$ cat src/hw/rtl/sgrenc_pkg.sv
// Shared types, character constants and decimal helpers for the SGR encoder.
`default_nettype none

package sgrenc_pkg;

    localparam int          APB_ADDR_W   = 3;
    localparam int          APB_DATA_W   = 32;
    localparam logic [0:0]  REG_NCV_MASK = 1'b0;

    localparam logic [1:0]  KIND_DEFAULT = 2'd0;
    localparam logic [1:0]  KIND_INDEX   = 2'd1;
    localparam logic [1:0]  KIND_RGB     = 2'd2;
    localparam logic [1:0]  KIND_KEEP    = 2'd3;

    localparam logic [7:0]  CH_ESC  = 8'h1B;
    localparam logic [7:0]  CH_BRK  = "[";
    localparam logic [7:0]  CH_SEP  = ";";
    localparam logic [7:0]  CH_END  = "m";
    localparam logic [7:0]  CH_ZERO = "0";
    localparam logic [7:0]  CH_ONE  = "1";
    localparam logic [7:0]  CH_TWO  = "2";
    localparam logic [7:0]  CH_FIVE = "5";
    localparam logic [7:0]  CH_EIGHT = "8";
    localparam logic [7:0]  CH_NINE = "9";
    localparam logic [7:0]  CH_FG_LEAD = "3";
    localparam logic [7:0]  CH_BG_LEAD = "4";

    localparam logic [7:0][7:0] ATTR_CODE = {"9", "8", "7", "5", "4", "3", "2", "1"};

    localparam int NUM_ATTR   = 8;
    localparam int NUM_CSLOT  = 5;
    localparam int FG_BASE    = 1 + NUM_ATTR;
    localparam int BG_BASE    = FG_BASE + NUM_CSLOT;
    localparam int NUM_SLOTS  = BG_BASE + NUM_CSLOT;
    localparam int SLOT_W     = $clog2(NUM_SLOTS);

    // one SGR parameter: up to three ASCII digits, dig[0] sent first
    typedef struct packed {
        logic [1:0]      len;
        logic [2:0][7:0] dig;
    } param_t;

    typedef struct packed {
        logic [NUM_CSLOT-1:0]         live;
        param_t [NUM_CSLOT-1:0]       slot;
    } colour_t;

    typedef struct packed {
        logic [NUM_SLOTS-1:0]         live;
        param_t [NUM_SLOTS-1:0]       slot;
    } seq_t;

    typedef enum logic [2:0] {
        PH_ESC,
        PH_BRK,
        PH_SEP,
        PH_DIG,
        PH_END
    } phase_t;

    function automatic param_t mk_param(input logic [1:0] len, input logic [7:0] d0,
                                        input logic [7:0] d1, input logic [7:0] d2);
        param_t p;
        p.len    = len;
        p.dig[0] = d0;
        p.dig[1] = d1;
        p.dig[2] = d2;
        return p;
    endfunction

    function automatic param_t dec_param(input logic [7:0] v);
        logic [1:0] hund;
        logic [6:0] rem;
        logic [3:0] tens;
        logic [3:0] units;
        logic [7:0] ch_h;
        logic [7:0] ch_t;
        logic [7:0] ch_u;
        param_t     p;
        if (v >= 8'd200) begin
            hund = 2'd2;
        end else if (v >= 8'd100) begin
            hund = 2'd1;
        end else begin
            hund = 2'd0;
        end
        rem  = 7'(v - 8'(hund) * 8'd100);
        tens = 4'd0;
        for (int t = 1; t < 10; t++) begin
            if (rem >= 7'(t * 10)) begin
                tens = 4'(t);
            end
        end
        units = 4'(rem - 7'(tens) * 7'd10);
        ch_h  = CH_ZERO + {6'd0, hund};
        ch_t  = CH_ZERO + {4'd0, tens};
        ch_u  = CH_ZERO + {4'd0, units};
        if (hund != 2'd0) begin
            p = mk_param(2'd3, ch_h, ch_t, ch_u);
        end else if (tens != 4'd0) begin
            p = mk_param(2'd2, ch_t, ch_u, CH_ZERO);
        end else begin
            p = mk_param(2'd1, ch_u, CH_ZERO, CH_ZERO);
        end
        return p;
    endfunction

    function automatic logic [1:0] norm_kind(input logic [1:0] k);
        logic [1:0] r;
        if (k == KIND_INDEX || k == KIND_RGB) begin
            r = k;
        end else begin
            r = KIND_DEFAULT;
        end
        return r;
    endfunction

endpackage

`default_nettype wire

$ cat src/hw/rtl/sgr_style_sequence_encoder_core.sv
// Top level of the SGR style sequence encoder.
//
// Input channel (in_valid / in_stall) takes one style word per cycle while
// in_stall is low: attribute flags plus foreground and background colours.
// Output channel (out_valid / out_stall) sends the escape sequence one byte
// per word; last_byte marks the closing 'm'. A style yields 4 to 54 bytes.
// The first byte passes through the three front stages and the sequencer's
// state into the registered output word. Throughput: one byte per cycle
// while out_stall is low, with no gap between sequences when the next style
// is ready. Three front stages buffer styles meanwhile.
// ncv_mask is written over APB at address 0 and clears the attributes it selects
// whenever either colour is non-default; it is sampled as a style enters.
// Reset empties every stage and clears ncv_mask; stall holds the output word
// and backs up through the pipeline until in_stall rises.
`default_nettype none

module sgr_style_sequence_encoder_core
    import sgrenc_pkg::*;
(
    input  wire logic                  clk,
    input  wire logic                  rst_n,
    input  wire logic                  psel,
    input  wire logic                  penable,
    input  wire logic                  pwrite,
    input  wire logic [APB_ADDR_W-1:0] paddr,
    input  wire logic [APB_DATA_W-1:0] pwdata,
    output logic      [APB_DATA_W-1:0] prdata,
    output logic                       pready,
    input  wire logic                  in_valid,
    output logic                       in_stall,
    input  wire logic [7:0]            attr_flags,
    input  wire logic [1:0]            fg_kind,
    input  wire logic [7:0]            fg_index,
    input  wire logic [7:0]            fg_red,
    input  wire logic [7:0]            fg_green,
    input  wire logic [7:0]            fg_blue,
    input  wire logic [1:0]            bg_kind,
    input  wire logic [7:0]            bg_index,
    input  wire logic [7:0]            bg_red,
    input  wire logic [7:0]            bg_green,
    input  wire logic [7:0]            bg_blue,
    output logic                       out_valid,
    input  wire logic                  out_stall,
    output logic      [7:0]            out_byte,
    output logic                       last_byte
);

    logic [7:0] ncv_mask;
    logic       seq_valid;
    logic       seq_take;
    seq_t       seq;

    sgrenc_regs u_regs (
        .clk      (clk),
        .rst_n    (rst_n),
        .psel     (psel),
        .penable  (penable),
        .pwrite   (pwrite),
        .paddr    (paddr),
        .pwdata   (pwdata),
        .prdata   (prdata),
        .pready   (pready),
        .ncv_mask (ncv_mask)
    );

    sgrenc_front u_front (
        .clk        (clk),
        .rst_n      (rst_n),
        .ncv_mask   (ncv_mask),
        .in_valid   (in_valid),
        .in_stall   (in_stall),
        .attr_flags (attr_flags),
        .fg_kind    (fg_kind),
        .fg_index   (fg_index),
        .fg_red     (fg_red),
        .fg_green   (fg_green),
        .fg_blue    (fg_blue),
        .bg_kind    (bg_kind),
        .bg_index   (bg_index),
        .bg_red     (bg_red),
        .bg_green   (bg_green),
        .bg_blue    (bg_blue),
        .seq_valid  (seq_valid),
        .seq_take   (seq_take),
        .seq        (seq)
    );

    sgrenc_emit u_emit (
        .clk       (clk),
        .rst_n     (rst_n),
        .seq_valid (seq_valid),
        .seq_take  (seq_take),
        .seq       (seq),
        .out_valid (out_valid),
        .out_stall (out_stall),
        .out_byte  (out_byte),
        .last_byte (last_byte)
    );

endmodule

`default_nettype wire

$ cat src/hw/rtl/sgrenc_regs.sv
// APB register block holding the colour attribute suppression mask.
`default_nettype none

module sgrenc_regs
    import sgrenc_pkg::*;
(
    input  wire logic                  clk,
    input  wire logic                  rst_n,
    input  wire logic                  psel,
    input  wire logic                  penable,
    input  wire logic                  pwrite,
    input  wire logic [APB_ADDR_W-1:0] paddr,
    input  wire logic [APB_DATA_W-1:0] pwdata,
    output logic      [APB_DATA_W-1:0] prdata,
    output logic                       pready,
    output logic      [7:0]            ncv_mask
);

    logic [7:0] ncv_mask_reg;
    logic [7:0] ncv_mask_next;
    logic       hit;

    assign pready = 1'b1;
    assign hit    = (paddr[APB_ADDR_W-1:2] == REG_NCV_MASK);

    always_comb
    begin
        ncv_mask_next = ncv_mask_reg;
        if (psel && penable && pwrite && pready && hit) begin
            ncv_mask_next = pwdata[7:0];
        end
    end

    always_ff @(posedge clk or negedge rst_n)
    begin
        if (!rst_n) begin
            ncv_mask_reg <= 8'd0;
        end else begin
            ncv_mask_reg <= ncv_mask_next;
        end
    end

    always_comb
    begin
        prdata = '0;
        if (hit) begin
            prdata = {{(APB_DATA_W-8){1'b0}}, ncv_mask_reg};
        end
    end

    assign ncv_mask = ncv_mask_reg;

endmodule

`default_nettype wire

$ cat src/hw/rtl/sgrenc_front.sv
// Three-stage front pipeline: mask, decimal conversion, parameter slot build.
`default_nettype none

module sgrenc_front
    import sgrenc_pkg::*;
(
    input  wire logic       clk,
    input  wire logic       rst_n,
    input  wire logic [7:0] ncv_mask,
    input  wire logic       in_valid,
    output logic            in_stall,
    input  wire logic [7:0] attr_flags,
    input  wire logic [1:0] fg_kind,
    input  wire logic [7:0] fg_index,
    input  wire logic [7:0] fg_red,
    input  wire logic [7:0] fg_green,
    input  wire logic [7:0] fg_blue,
    input  wire logic [1:0] bg_kind,
    input  wire logic [7:0] bg_index,
    input  wire logic [7:0] bg_red,
    input  wire logic [7:0] bg_green,
    input  wire logic [7:0] bg_blue,
    output logic            seq_valid,
    input  wire logic       seq_take,
    output seq_t            seq
);

    // stage 1
    logic       s1_valid_reg;
    logic       s1_valid_next;
    logic [7:0] s1_attr_reg;
    logic [1:0] s1_fk_reg;
    logic [1:0] s1_bk_reg;
    logic [7:0] s1_fv_reg [4];
    logic [7:0] s1_bv_reg [4];
    // stage 2
    logic       s2_valid_reg;
    logic       s2_valid_next;
    logic [7:0] s2_attr_reg;
    logic [1:0] s2_fk_reg;
    logic [1:0] s2_bk_reg;
    logic [3:0] s2_fidx_reg;
    logic [3:0] s2_bidx_reg;
    logic       s2_fshort_reg;
    logic       s2_bshort_reg;
    param_t     s2_fd_reg [4];
    param_t     s2_bd_reg [4];
    // stage 3
    logic       s3_valid_reg;
    logic       s3_valid_next;
    seq_t       s3_seq_reg;
    seq_t       s3_seq_next;

    logic       rdy1;
    logic       rdy2;
    logic       rdy3;
    logic [1:0] fk_n;
    logic [1:0] bk_n;
    colour_t    fg_col;
    colour_t    bg_col;

    assign rdy3     = !s3_valid_reg || seq_take;
    assign rdy2     = !s2_valid_reg || rdy3;
    assign rdy1     = !s1_valid_reg || rdy2;
    assign in_stall = !rdy1;

    assign fk_n = norm_kind(fg_kind);
    assign bk_n = norm_kind(bg_kind);

    always_comb
    begin
        s1_valid_next = s1_valid_reg;
        s2_valid_next = s2_valid_reg;
        s3_valid_next = s3_valid_reg;
        if (rdy1) begin
            s1_valid_next = in_valid;
        end
        if (rdy2) begin
            s2_valid_next = s1_valid_reg;
        end
        if (rdy3) begin
            s3_valid_next = s2_valid_reg;
        end
    end

    always_ff @(posedge clk or negedge rst_n)
    begin
        if (!rst_n) begin
            s1_valid_reg <= 1'b0;
            s2_valid_reg <= 1'b0;
            s3_valid_reg <= 1'b0;
        end else begin
            s1_valid_reg <= s1_valid_next;
            s2_valid_reg <= s2_valid_next;
            s3_valid_reg <= s3_valid_next;
        end
    end

    always_ff @(posedge clk)
    begin
        if (rdy1 && in_valid) begin
            if (fk_n != KIND_DEFAULT || bk_n != KIND_DEFAULT) begin
                s1_attr_reg <= attr_flags & ~ncv_mask;
            end else begin
                s1_attr_reg <= attr_flags;
            end
            s1_fk_reg    <= fk_n;
            s1_bk_reg    <= bk_n;
            s1_fv_reg[0] <= fg_index;
            s1_fv_reg[1] <= fg_red;
            s1_fv_reg[2] <= fg_green;
            s1_fv_reg[3] <= fg_blue;
            s1_bv_reg[0] <= bg_index;
            s1_bv_reg[1] <= bg_red;
            s1_bv_reg[2] <= bg_green;
            s1_bv_reg[3] <= bg_blue;
        end
    end

    always_ff @(posedge clk)
    begin
        if (rdy2 && s1_valid_reg) begin
            s2_attr_reg   <= s1_attr_reg;
            s2_fk_reg     <= s1_fk_reg;
            s2_bk_reg     <= s1_bk_reg;
            s2_fidx_reg   <= s1_fv_reg[0][3:0];
            s2_bidx_reg   <= s1_bv_reg[0][3:0];
            s2_fshort_reg <= (s1_fv_reg[0] < 8'd16);
            s2_bshort_reg <= (s1_bv_reg[0] < 8'd16);
            for (int i = 0; i < 4; i++) begin
                s2_fd_reg[i] <= dec_param(s1_fv_reg[i]);
                s2_bd_reg[i] <= dec_param(s1_bv_reg[i]);
            end
        end
    end

    function automatic colour_t build_colour(input logic is_bg, input logic [1:0] kind,
                                             input logic is_short, input logic [3:0] idx,
                                             input param_t d_idx, input param_t d_r,
                                             input param_t d_g, input param_t d_b);
        colour_t    c;
        logic [7:0] lead;
        logic [7:0] digit;
        c     = '0;
        lead  = is_bg ? CH_BG_LEAD : CH_FG_LEAD;
        digit = CH_ZERO + {5'd0, idx[2:0]};
        case (kind)
            KIND_INDEX:
            begin
                if (is_short) begin
                    c.live[0] = 1'b1;
                    if (!idx[3]) begin
                        c.slot[0] = mk_param(2'd2, lead, digit, CH_ZERO);
                    end else if (is_bg) begin
                        c.slot[0] = mk_param(2'd3, CH_ONE, CH_ZERO, digit);
                    end else begin
                        c.slot[0] = mk_param(2'd2, CH_NINE, digit, CH_ZERO);
                    end
                end else begin
                    c.live    = 5'b00111;
                    c.slot[0] = mk_param(2'd2, lead, CH_EIGHT, CH_ZERO);
                    c.slot[1] = mk_param(2'd1, CH_FIVE, CH_ZERO, CH_ZERO);
                    c.slot[2] = d_idx;
                end
            end
            KIND_RGB:
            begin
                c.live    = 5'b11111;
                c.slot[0] = mk_param(2'd2, lead, CH_EIGHT, CH_ZERO);
                c.slot[1] = mk_param(2'd1, CH_TWO, CH_ZERO, CH_ZERO);
                c.slot[2] = d_r;
                c.slot[3] = d_g;
                c.slot[4] = d_b;
            end
            default:
            begin
                c = '0;
            end
        endcase
        return c;
    endfunction

    always_comb
    begin
        fg_col = build_colour(1'b0, s2_fk_reg, s2_fshort_reg, s2_fidx_reg,
                              s2_fd_reg[0], s2_fd_reg[1], s2_fd_reg[2], s2_fd_reg[3]);
        bg_col = build_colour(1'b1, s2_bk_reg, s2_bshort_reg, s2_bidx_reg,
                              s2_bd_reg[0], s2_bd_reg[1], s2_bd_reg[2], s2_bd_reg[3]);
        s3_seq_next.live[0] = 1'b1;
        s3_seq_next.slot[0] = mk_param(2'd1, CH_ZERO, CH_ZERO, CH_ZERO);
        for (int i = 0; i < NUM_ATTR; i++) begin
            s3_seq_next.live[1+i] = s2_attr_reg[i];
            s3_seq_next.slot[1+i] = mk_param(2'd1, ATTR_CODE[i], CH_ZERO, CH_ZERO);
        end
        for (int i = 0; i < NUM_CSLOT; i++) begin
            s3_seq_next.live[FG_BASE+i] = fg_col.live[i];
            s3_seq_next.slot[FG_BASE+i] = fg_col.slot[i];
            s3_seq_next.live[BG_BASE+i] = bg_col.live[i];
            s3_seq_next.slot[BG_BASE+i] = bg_col.slot[i];
        end
    end

    always_ff @(posedge clk)
    begin
        if (rdy3 && s2_valid_reg) begin
            s3_seq_reg <= s3_seq_next;
        end
    end

    assign seq_valid = s3_valid_reg;
    assign seq       = s3_seq_reg;

endmodule

`default_nettype wire

$ cat src/hw/rtl/sgrenc_emit.sv
// Byte sequencer walking the parameter slots, with a registered output word.
`default_nettype none

module sgrenc_emit
    import sgrenc_pkg::*;
(
    input  wire logic       clk,
    input  wire logic       rst_n,
    input  wire logic       seq_valid,
    output logic            seq_take,
    input  wire seq_t       seq,
    output logic            out_valid,
    input  wire logic       out_stall,
    output logic [7:0]      out_byte,
    output logic            last_byte
);

    logic              busy_reg;
    logic              busy_next;
    phase_t            phase_reg;
    phase_t            phase_next;
    seq_t              seq_reg;
    seq_t              seq_next;
    logic [SLOT_W-1:0] idx_reg;
    logic [SLOT_W-1:0] idx_next;
    logic [1:0]        dig_reg;
    logic [1:0]        dig_next;
    logic              out_valid_reg;
    logic              out_valid_next;
    logic [7:0]        out_byte_reg;
    logic              out_last_reg;

    logic              out_ready;
    logic              adv;
    logic              load;
    param_t            cur;
    logic              slot_done;
    logic [NUM_SLOTS-1:0] rest;
    logic [SLOT_W-1:0] nidx;
    logic              any_rest;
    logic [7:0]        byte_cur;
    logic              last_cur;

    assign out_ready = !out_valid_reg || !out_stall;
    assign adv       = busy_reg && out_ready;
    assign load      = seq_valid && (!busy_reg || (adv && phase_reg == PH_END));
    assign seq_take  = load;

    assign cur       = seq_reg.slot[idx_reg];
    assign slot_done = (dig_reg == cur.len - 2'd1);
    assign rest      = seq_reg.live & ~(NUM_SLOTS'(1) << idx_reg);
    assign any_rest  = |rest;

    always_comb
    begin
        nidx = '0;
        for (int i = NUM_SLOTS - 1; i >= 0; i--) begin
            if (rest[i]) begin
                nidx = SLOT_W'(i);
            end
        end
    end

    // next state
    always_comb
    begin
        busy_next  = busy_reg;
        phase_next = phase_reg;
        seq_next   = seq_reg;
        idx_next   = idx_reg;
        dig_next   = dig_reg;
        if (adv) begin
            case (phase_reg)
                PH_ESC:
                begin
                    phase_next = PH_BRK;
                end
                PH_BRK:
                begin
                    phase_next = PH_DIG;
                    idx_next   = '0;
                    dig_next   = 2'd0;
                end
                PH_DIG:
                begin
                    if (!slot_done) begin
                        dig_next = dig_reg + 2'd1;
                    end else begin
                        seq_next.live = rest;
                        if (any_rest) begin
                            phase_next = PH_SEP;
                            idx_next   = nidx;
                        end else begin
                            phase_next = PH_END;
                        end
                    end
                end
                PH_SEP:
                begin
                    phase_next = PH_DIG;
                    dig_next   = 2'd0;
                end
                PH_END:
                begin
                    busy_next = 1'b0;
                end
                default:
                begin
                    busy_next = 1'b0;
                end
            endcase
        end
        if (load) begin
            busy_next  = 1'b1;
            phase_next = PH_ESC;
            seq_next   = seq;
            idx_next   = '0;
            dig_next   = 2'd0;
        end
    end

    // outputs
    always_comb
    begin
        last_cur = 1'b0;
        case (phase_reg)
            PH_ESC:
            begin
                byte_cur = CH_ESC;
            end
            PH_BRK:
            begin
                byte_cur = CH_BRK;
            end
            PH_SEP:
            begin
                byte_cur = CH_SEP;
            end
            PH_DIG:
            begin
                byte_cur = cur.dig[dig_reg];
            end
            PH_END:
            begin
                byte_cur = CH_END;
                last_cur = 1'b1;
            end
            default:
            begin
                byte_cur = CH_END;
            end
        endcase
    end

    always_comb
    begin
        out_valid_next = out_valid_reg;
        if (out_ready) begin
            out_valid_next = adv;
        end
    end

    always_ff @(posedge clk or negedge rst_n)
    begin
        if (!rst_n) begin
            busy_reg      <= 1'b0;
            phase_reg     <= PH_ESC;
            out_valid_reg <= 1'b0;
        end else begin
            busy_reg      <= busy_next;
            phase_reg     <= phase_next;
            out_valid_reg <= out_valid_next;
        end
    end

    always_ff @(posedge clk)
    begin
        seq_reg <= seq_next;
        idx_reg <= idx_next;
        dig_reg <= dig_next;
        if (adv) begin
            out_byte_reg <= byte_cur;
            out_last_reg <= last_cur;
        end
    end

    assign out_valid = out_valid_reg;
    assign out_byte  = out_byte_reg;
    assign last_byte = out_last_reg;

endmodule

`default_nettype wire
$ cat config.mk
export PLATFORM = sky130hd
export DESIGN_NAME = sgr_style_sequence_encoder_core
export DESIGN_NICKNAME = d
export VERILOG_FILES = /design/src/hw/rtl/sgrenc_pkg.sv /design/src/hw/rtl/sgr_style_sequence_encoder_core.sv /design/src/hw/rtl/sgrenc_regs.sv /design/src/hw/rtl/sgrenc_front.sv /design/src/hw/rtl/sgrenc_emit.sv
export SDC_FILE = /design/constraint.sdc
export NUM_CORES = 1
export LEC_CHECK = 0
export BUFFER_PORTS_ARGS = -buffer_cell sky130_fd_sc_hd__buf_2
export CAP_MARGIN = 40
export CELL_PAD_IN_SITES_DETAIL_PLACEMENT = 0
export CELL_PAD_IN_SITES_GLOBAL_PLACEMENT = 2
export CORE_MARGIN = 2
export CORE_UTILIZATION = 40
export DETAILED_ROUTE_END_ITERATION = 10
export PLACE_DENSITY = 0.71
export SYNTH_ARGS = -nofsm -noshare
export SYNTH_HDL_FRONTEND = slang
export SYNTH_HIERARCHICAL = 1
export SYNTH_SLANG_ARGS = --single-unit
$ cat constraint.sdc
create_clock -name clk -period 24.2 [get_ports clk]
set_input_delay 3.63 -clock clk [delete_from_list [all_inputs] [get_ports clk]]
set_output_delay 3.63 -clock clk [all_outputs]
set_load 0.005 [all_outputs]
==> flow_summary_export.csv, run 1 <==
group,metric,value,unit
run_status,status,"finished, final reports clean",
timing,finalHoldViolCount,0,
power_and_ir_drop,leakage,15.1,nW
timing,max_freq,107,MHz
cells_and_area,post-route-util,43.8,%
cells_and_area,fin_nets,3003,
detailed_routing,drt_iter0_drc,1511,
floorplan,die_x,323,um
detailed_routing,wl_per_cell,17.2,um
synthesis,synth-edff-count,847,
floorplan,dieArea,104000,um2
setup_path,cp-end-kind,"output pin",
timing,drv_slew,0,
setup_path,r2r_end,"u_front/s2_fd_reg[2][11]",
global_route,grt_pass1_vias,20800,
floorplan,rows,116,
synthesis,synth.distinct_cells,107,
setup_path,path_common_cell,"nand2_1",
setup_path,reg2regPathDepth,21,
detailed_routing,routed_via_density,4.82,
cts,cts_setup_buffers,0,
cts,holdBufCountCts,0,
cts,h-tree-depth,3,
min_path,whs_path_depth,0,
setup_path,ff2ff_setup_slack,18.67,ns
cells_and_area,drive_above_1_share,16.6,%
setup_path,critPathSlowestCell,"inv_8",
setup_path,rr_startpoint,"u_front/s1_fv_reg[2][4]",
power_and_ir_drop,ir_worst_vdd,0.0000585,V
synthesis,synth_warnings,6,
cts,clk_root_buffer_cell,"clkbuf_16",
min_path,min_from,"u_front/seq[445]",
floorplan,die_h,323,um
setup_path,worst-path-buf-inv,4,
power_and_ir_drop,finalPower,3.58,mW
timing,relSlewSlack,39.8,%
cts,cts.clk_slew.worst_paths,0.06,ns
setup_path,cp_top_family,"simple AND/OR/NAND/NOR gates",
synthesis,synthTopCellsByArea,"edfxtp_1 (63%), buf_4 (8.0%), mux4_2 (6.9%)",
floorplan,core,100000,um2
cts,cts_tree,"done",
setup_path,path_cells,"buf_2 > nand2_1 > nand2_1 > nand2_1 > nand2_1 > inv_8 > nor2b_1 > nand3_1 > inv_1 > buf_2",
place,io_buffers,110,
timing,setup_violations,0,
floorplan,io_pins,162,
global_route,grt.total_usage,14.3,%
setup_path,path_max_fanout,116,
timing,min_period,9.33,ns
power_and_ir_drop,cellPowerDensity,81.4,nW/um2
cells_and_area,n_fill_cell,9072,
global_route,grt_pass1_wl,116000,um
cts,cts_made_buffers,93,
cts,clk_path_buf_depth,3,
cts,cts_resized,0,
timing,fin_skew,0.0321,ns
synthesis,synth.most_common_cell,"edfxtp_1",
global_route,grt.overflow.total,0,
min_path,hold_path.class,"reg2reg",
detailed_routing,antenna_left,0,
timing,worstMarginPinSlew,0.903,ns
detailed_routing,vias,20500,
setup_path,required,20.57,ns
setup_path,critical_path_class,"in2out",
global_route,grt_max_degree,125,
detailed_routing,route.detailed.drc,0,
place,dp_hpwl,48300,um
run,maxCapViolations,0,
synthesis,syn_area,40700,um2
synthesis,synthArstFlopShare,1.84,%
timing,fin_tns_setup,0,ns
cells_and_area,syn_to_final_growth,8.07,%
synthesis,ys_seq_area_share,63.9,%
synthesis,yosysTopAreaCell,"edfxtp_1",
synthesis,syn_inst,2772,
setup_path,slowest_delay,0.69,ns
timing,rsz0062_at_grt,"no",
setup_path,critPathArrivalTime,5.70,ns
timing,finalCritPeriodShare,38.6,%
cts,cts.sinks,870,
setup_path,start_kind,"primary input",
place,gp_congestion,0.820,
floorplan,initial_core_util,40.5,%
detailed_routing,dr.pass1.iters,5,
global_route,antenna_found_initial,0,
synthesis,ys_top_cells_by_count,"edfxtp_1 (847), buf_4 (434), nand2_1 (155), mux4_2 (124), nor2_1 (124)",
synthesis,syn_avg_cell_area,14.7,um2
cts,clk_latency,0.67,ns
cells_and_area,largest_reg_flops,513,
detailed_routing,drt-total-wl,73400,um
synthesis,synth_flop_cell,"edfxtp_1",
min_path,hold_end,"u_emit/seq_reg[445]",
synthesis,yosysTopAreaCellShare,62.5,%
synthesis,ys_ff_latch,870,
==> worst max-delay path by stage <==
| stage | startpoint | to | slack, ns | cells after the start |
|---|---|---|---|---|
| after floorplan | out_stall | u_front/seq[235] | 0.89 | 8 |
| after global placement | out_stall | in_stall | 14.76 | 10 |
| after detailed placement | out_stall | in_stall | 14.77 | 10 |
| after CTS | out_stall | in_stall | 14.76 | 10 |
| after global routing | out_stall | in_stall | 14.60 | 10 |
| final | out_stall | in_stall | 14.87 | 10 |
==> placed cells by master, fill, tap and decap left out, drive strengths merged, types with 9 or more instances in the layout <==
master / Yosys / final
a211oi: 17 / 17
a21boi: 12 / 12
a21oi: 69 / 69
a22o: 30 / 30
a31oi: 27 / 27
and2: 70 / 70
and3: 9 / 9
buf: 480 / 144
clkbuf: 48 / 110
clkinv: 2 / 47
conb: 4 / 349
dfrtp: 16 / 16
edfxtp: 847 / 847
fa: 16 / 16
ha: 41 / 41
inv: 94 / 101
mux2: 12 / 12
mux2i: 47 / 47
mux4: 124 / 124
nand2: 155 / 155
nand2b: 28 / 28
nand3: 19 / 19
nor2: 127 / 127
nor2b: 16 / 16
nor3: 25 / 25
nor4: 12 / 12
o211ai: 21 / 21
o21a: 15 / 15
o21ai: 104 / 104
o22ai: 42 / 42
o31a: 10 / 10
o31ai: 20 / 20
or2: 13 / 13
xnor2: 34 / 34
xor2: 19 / 19
==> per-layer routing <==
| metal | up-vias | wire [um] | global-route usage (%) | share of wire (%) |
|---|---|---|---|---|
| met2 | 373 | 36400 | 23.9 | 50 |
| met5 | - | 0 | 0 | 0 |
| li1 | 9826 | - | - | - |
| met4 | 0 | 2310 | 5.45 | 3.1 |
| met1 | 10200 | 32000 | 18.8 | 44 |
| met3 | 136 | 2710 | 2.20 | 3.7 |
==> worst reg2reg max path: stages (launching register included) <==
cell,delay [ns]
edfxtp_1,0.50
o311a_1,0.40
inv_1,0.16
nand2_1,0.10
inv_1,0.06
ha_1,0.12
inv_1,0.05
fa_1,0.43
xnor2_1,0.55
nand2_1,0.25
xnor2_1,0.18
o311ai_0,0.12
a31o_2,0.29
inv_1,0.06
ha_1,0.19
fa_1,0.44
or2_2,0.31
a2111oi_0,0.42
nor3_1,0.10
nor4b_2,0.19
xnor2_1,0.20
o22ai_1,0.12
==> per-stage QoR <==
stage	hold slack, ns	instance area, um2	std cells	worst slack, ns
5_1_grt	0.410	43900	4264	14.60
6_report	0.408	43900	4265	14.87
4_1_cts	0.409	43900	4264	14.76
3_3_place_gp	0.403	40700	4076	14.76
3_5_place_dp	0.405	40900	4090	14.77
2_1_floorplan	0.400	42000	3117	0.892
==> kinds of logic after synthesis <==
| logic type | count (synthesis) | share of synthesized area [%] |
|---|---|---|
| simple gates | 523 | 6.54 |
| compound gates | 450 | 7.67 |
| other cells | 4 | 0.0369 |
| flops | 870 | 63.9 |
| mux | 183 | 8.36 |
| fa+ha+maj | 65 | 2.25 |
| buf+inv | 624 | 10.0 |
| xor+xnor | 53 | 1.26 |
==> power breakdown <==
| group | internal, mW | switching [mW] |
|---|---|---|
| sequential | 1.67 | 0.0428 |
| combinational | 0.221 | 0.255 |
| clock | 0.795 | 0.589 |
==> area by class of cell <==
class                   count  area [um2]  share of cell area (%)
diodes                      1        2.50                 0.00569
clock buffers             110        2410                    5.49
clock inverters            64         609                    1.39
inverters                  96         368                   0.837
multi-input cells        1623       11900                    27.2
flip-flops and latches    870       26000                    59.1
well taps                1357        1700                    3.86
repair buffers            144         938                    2.14
Note: power is estimated with default switching activity, not from simulation.
==> inputs of run 2 (changes only) <==
--- a/config.mk
+++ b/config.mk
@@ -12,7 +12,7 @@
 export CORE_MARGIN = 2
 export CORE_UTILIZATION = 40
 export DETAILED_ROUTE_END_ITERATION = 10
-export PLACE_DENSITY = 0.71
+export PLACE_DENSITY = 0.73
 export SYNTH_ARGS = -nofsm -noshare
 export SYNTH_HDL_FRONTEND = slang
 export SYNTH_HIERARCHICAL = 1
==> constraint.sdc (replaced) <==
create_clock -name clk -period 7.6 [get_ports clk]
set_input_delay 1.14 -clock clk [delete_from_list [all_inputs] [get_ports clk]]
set_output_delay 1.14 -clock clk [all_outputs]
set_load 0.005 [all_outputs]
==> flow_summary_export.csv, run 2 (synthesized netlist as in run 1, its figures left out) <==
group,metric,value,unit
global_route,grt_max_degree,199,
detailed_routing,antenna_left,0,
cells_and_area,drive_above_1_share,16.4,%
setup_path,critical_path_class,"reg2reg",
global_route,antenna_found_initial,0,
timing,rsz0062_at_grt,"no",
floorplan,core,100000,um2
power_and_ir_drop,leakage,15.1,nW
cts,cts_tree,"done",
place,dp_hpwl,48300,um
timing,finalHoldViolCount,0,
power_and_ir_drop,p_int,8.57,mW
global_route,grt.overflow.total,0,
run,maxCapViolations,0,
timing,min_period,5.61,ns
detailed_routing,dr.pass1.iters,5,
detailed_routing,vias,20500,
timing,max_freq,178,MHz
detailed_routing,drt_iter0_drc,1393,
floorplan,initial_core_util,40.5,%
cells_and_area,post-route-util,43.7,%
cts,clk_root_buffer_cell,"clkbuf_16",
cts,cts_made_buffers,92,
place,gp_congestion,0.809,
floorplan,rows,116,
floorplan,die_h,323,um
cts,clk_path_buf_depth,3,
global_route,grt_pass1_vias,21000,
detailed_routing,drt-total-wl,73000,um
timing,fin_tns_setup,0,ns
timing,worstMarginPinSlew,1.18,ns
setup_path,slowest_delay,0.66,ns
setup_path,reg2regPathDepth,22,
floorplan,die_x,323,um
setup_path,required,7.96,ns
setup_path,worstSetupPathDepth,22,
place,io_buffers,110,
timing,fin_skew,0.0267,ns
power_and_ir_drop,clkPwrFrac,38.2,%
power_and_ir_drop,cellPowerDensity,258,nW/um2
power_and_ir_drop,power.switching,2.74,mW
timing,drv_slew,0,
timing,whs,0.403,ns
cts,clk_latency,0.65,ns
power_and_ir_drop,power.share.sequential,48.3,%
setup_path,path_max_fanout,11,
cts,holdBufCountCts,0,
floorplan,io_pins,162,
run_status,status,"finished, final reports clean",
setup_path,path_cells,"or3_1 > a31o_2 > nand2_1 > inv_1 > ha_1 > inv_1 > fa_1 > o21a_1 > nor2_1 > xnor2_1 > nor3_1 > nor3_1 > a31o_2 > inv_1 > ha_1 > fa_1 > or2_2 > a2111oi_0 > nor3_1 > nor4b_2 > xnor2_1 > o22ai_1",
min_path,hold_path.class,"in2async",
cts,cts.clk_slew.worst_paths,0.06,ns
cts,cts_resized,0,
setup_path,cp_top_family,"simple AND/OR/NAND/NOR gates",
floorplan,dieArea,104000,um2
setup_path,start_kind,"flop",
detailed_routing,wl_per_cell,17.1,um
cells_and_area,largest_reg_flops,513,
timing,finalCritPeriodShare,73.8,%
cts,cts_setup_buffers,0,
cells_and_area,final_common_cell,"edfxtp_1",
setup_path,cp-end-kind,"flop",
cts,cts.sinks,870,
power_and_ir_drop,switching_share,24.3,%
power_and_ir_drop,ir_worst_vdd,0.000156,V
timing,relSlewSlack,21.6,%
setup_path,ff2ff_setup_slack,1.99,ns
global_route,grt.total_usage,14.2,%
cells_and_area,fin_nets,3003,
detailed_routing,routed_via_density,4.81,
cells_and_area,syn_to_final_growth,7.95,%
cells_and_area,n_fill_cell,9105,
cells_and_area,mostFrequentLayoutCells,"edfxtp_1 (847), conb_1 (349), nand2_1 (155), mux4_2 (124), nor2_1 (124)",
setup_path,worst-path-buf-inv,3,
detailed_routing,route.detailed.drc,0,
cts,h-tree-depth,3,
setup_path,critPathSlowestCell,"xnor2_1",
global_route,grt_pass1_wl,116000,um
setup_path,critPathArrivalTime,5.96,ns
power_and_ir_drop,combPwrFrac,13.5,%
timing,setup_violations,0,
-- run 2: per-layer routing --
layer | GRT usage (%) | vias to the layer above | part of all wire, %
met5 | 0 | - | 0
met4 | 3.96 | 0 | 2.1
met3 | 2.25 | 120 | 3.4
met2 | 24.4 | 319 | 51
met1 | 18.7 | 10200 | 44
li1 | - | 9825 | -
-- run 2: layout make-up --
cell class                 instances  area [um2]  area share (%)
sequential                       870       26000            59.2
tap                             1357        1700            3.87
multi-input combinational       1623       11900            27.2
timing repair buffer             145         976            2.22
antenna                            1        2.50         0.00570
clock inverter                    59         502            1.14
inverter                          96         368           0.838
clock buffer                     110        2430            5.54
-- run 2: through the flow --
stage	cell area (um2)	std cells	total power, mW	setup WS (ns)
after floorplan	42000	3117	6.76	0.705
after global placement	40700	4078	7.10	2.18
after detailed placement	41000	4091	7.13	2.10
after CTS	43900	4260	11.5	2.06
after global routing	43900	4260	11.8	1.67
final	43900	4261	11.3	1.99
-- run 2: worst paths after layout --
check,start,endpoint
max,u_front/s1_fv_reg[2][4],u_front/s2_fd_reg[2][11]
max in group asynchronous,rst_n,u_emit/phase_reg[1]
min in group clk,u_front/seq[440],u_emit/seq_reg[440]
min,rst_n,u_regs/ncv_mask[0]
min reg2reg,u_front/seq[440],u_emit/seq_reg[440]
max reg2reg,u_front/s1_fv_reg[2][4],u_front/s2_fd_reg[2][11]
-- run 2: power groups by stage --
stage / Clock [mW] / Combinational, mW / Sequential, mW
after global routing: 4.64 / 1.67 / 5.48
final: 4.32 / 1.53 / 5.46
after CTS: 4.46 / 1.57 / 5.47
after global placement: 0 / 1.51 / 5.59
after floorplan: 0 / 1.31 / 5.45
after detailed placement: 0 / 1.57 / 5.57
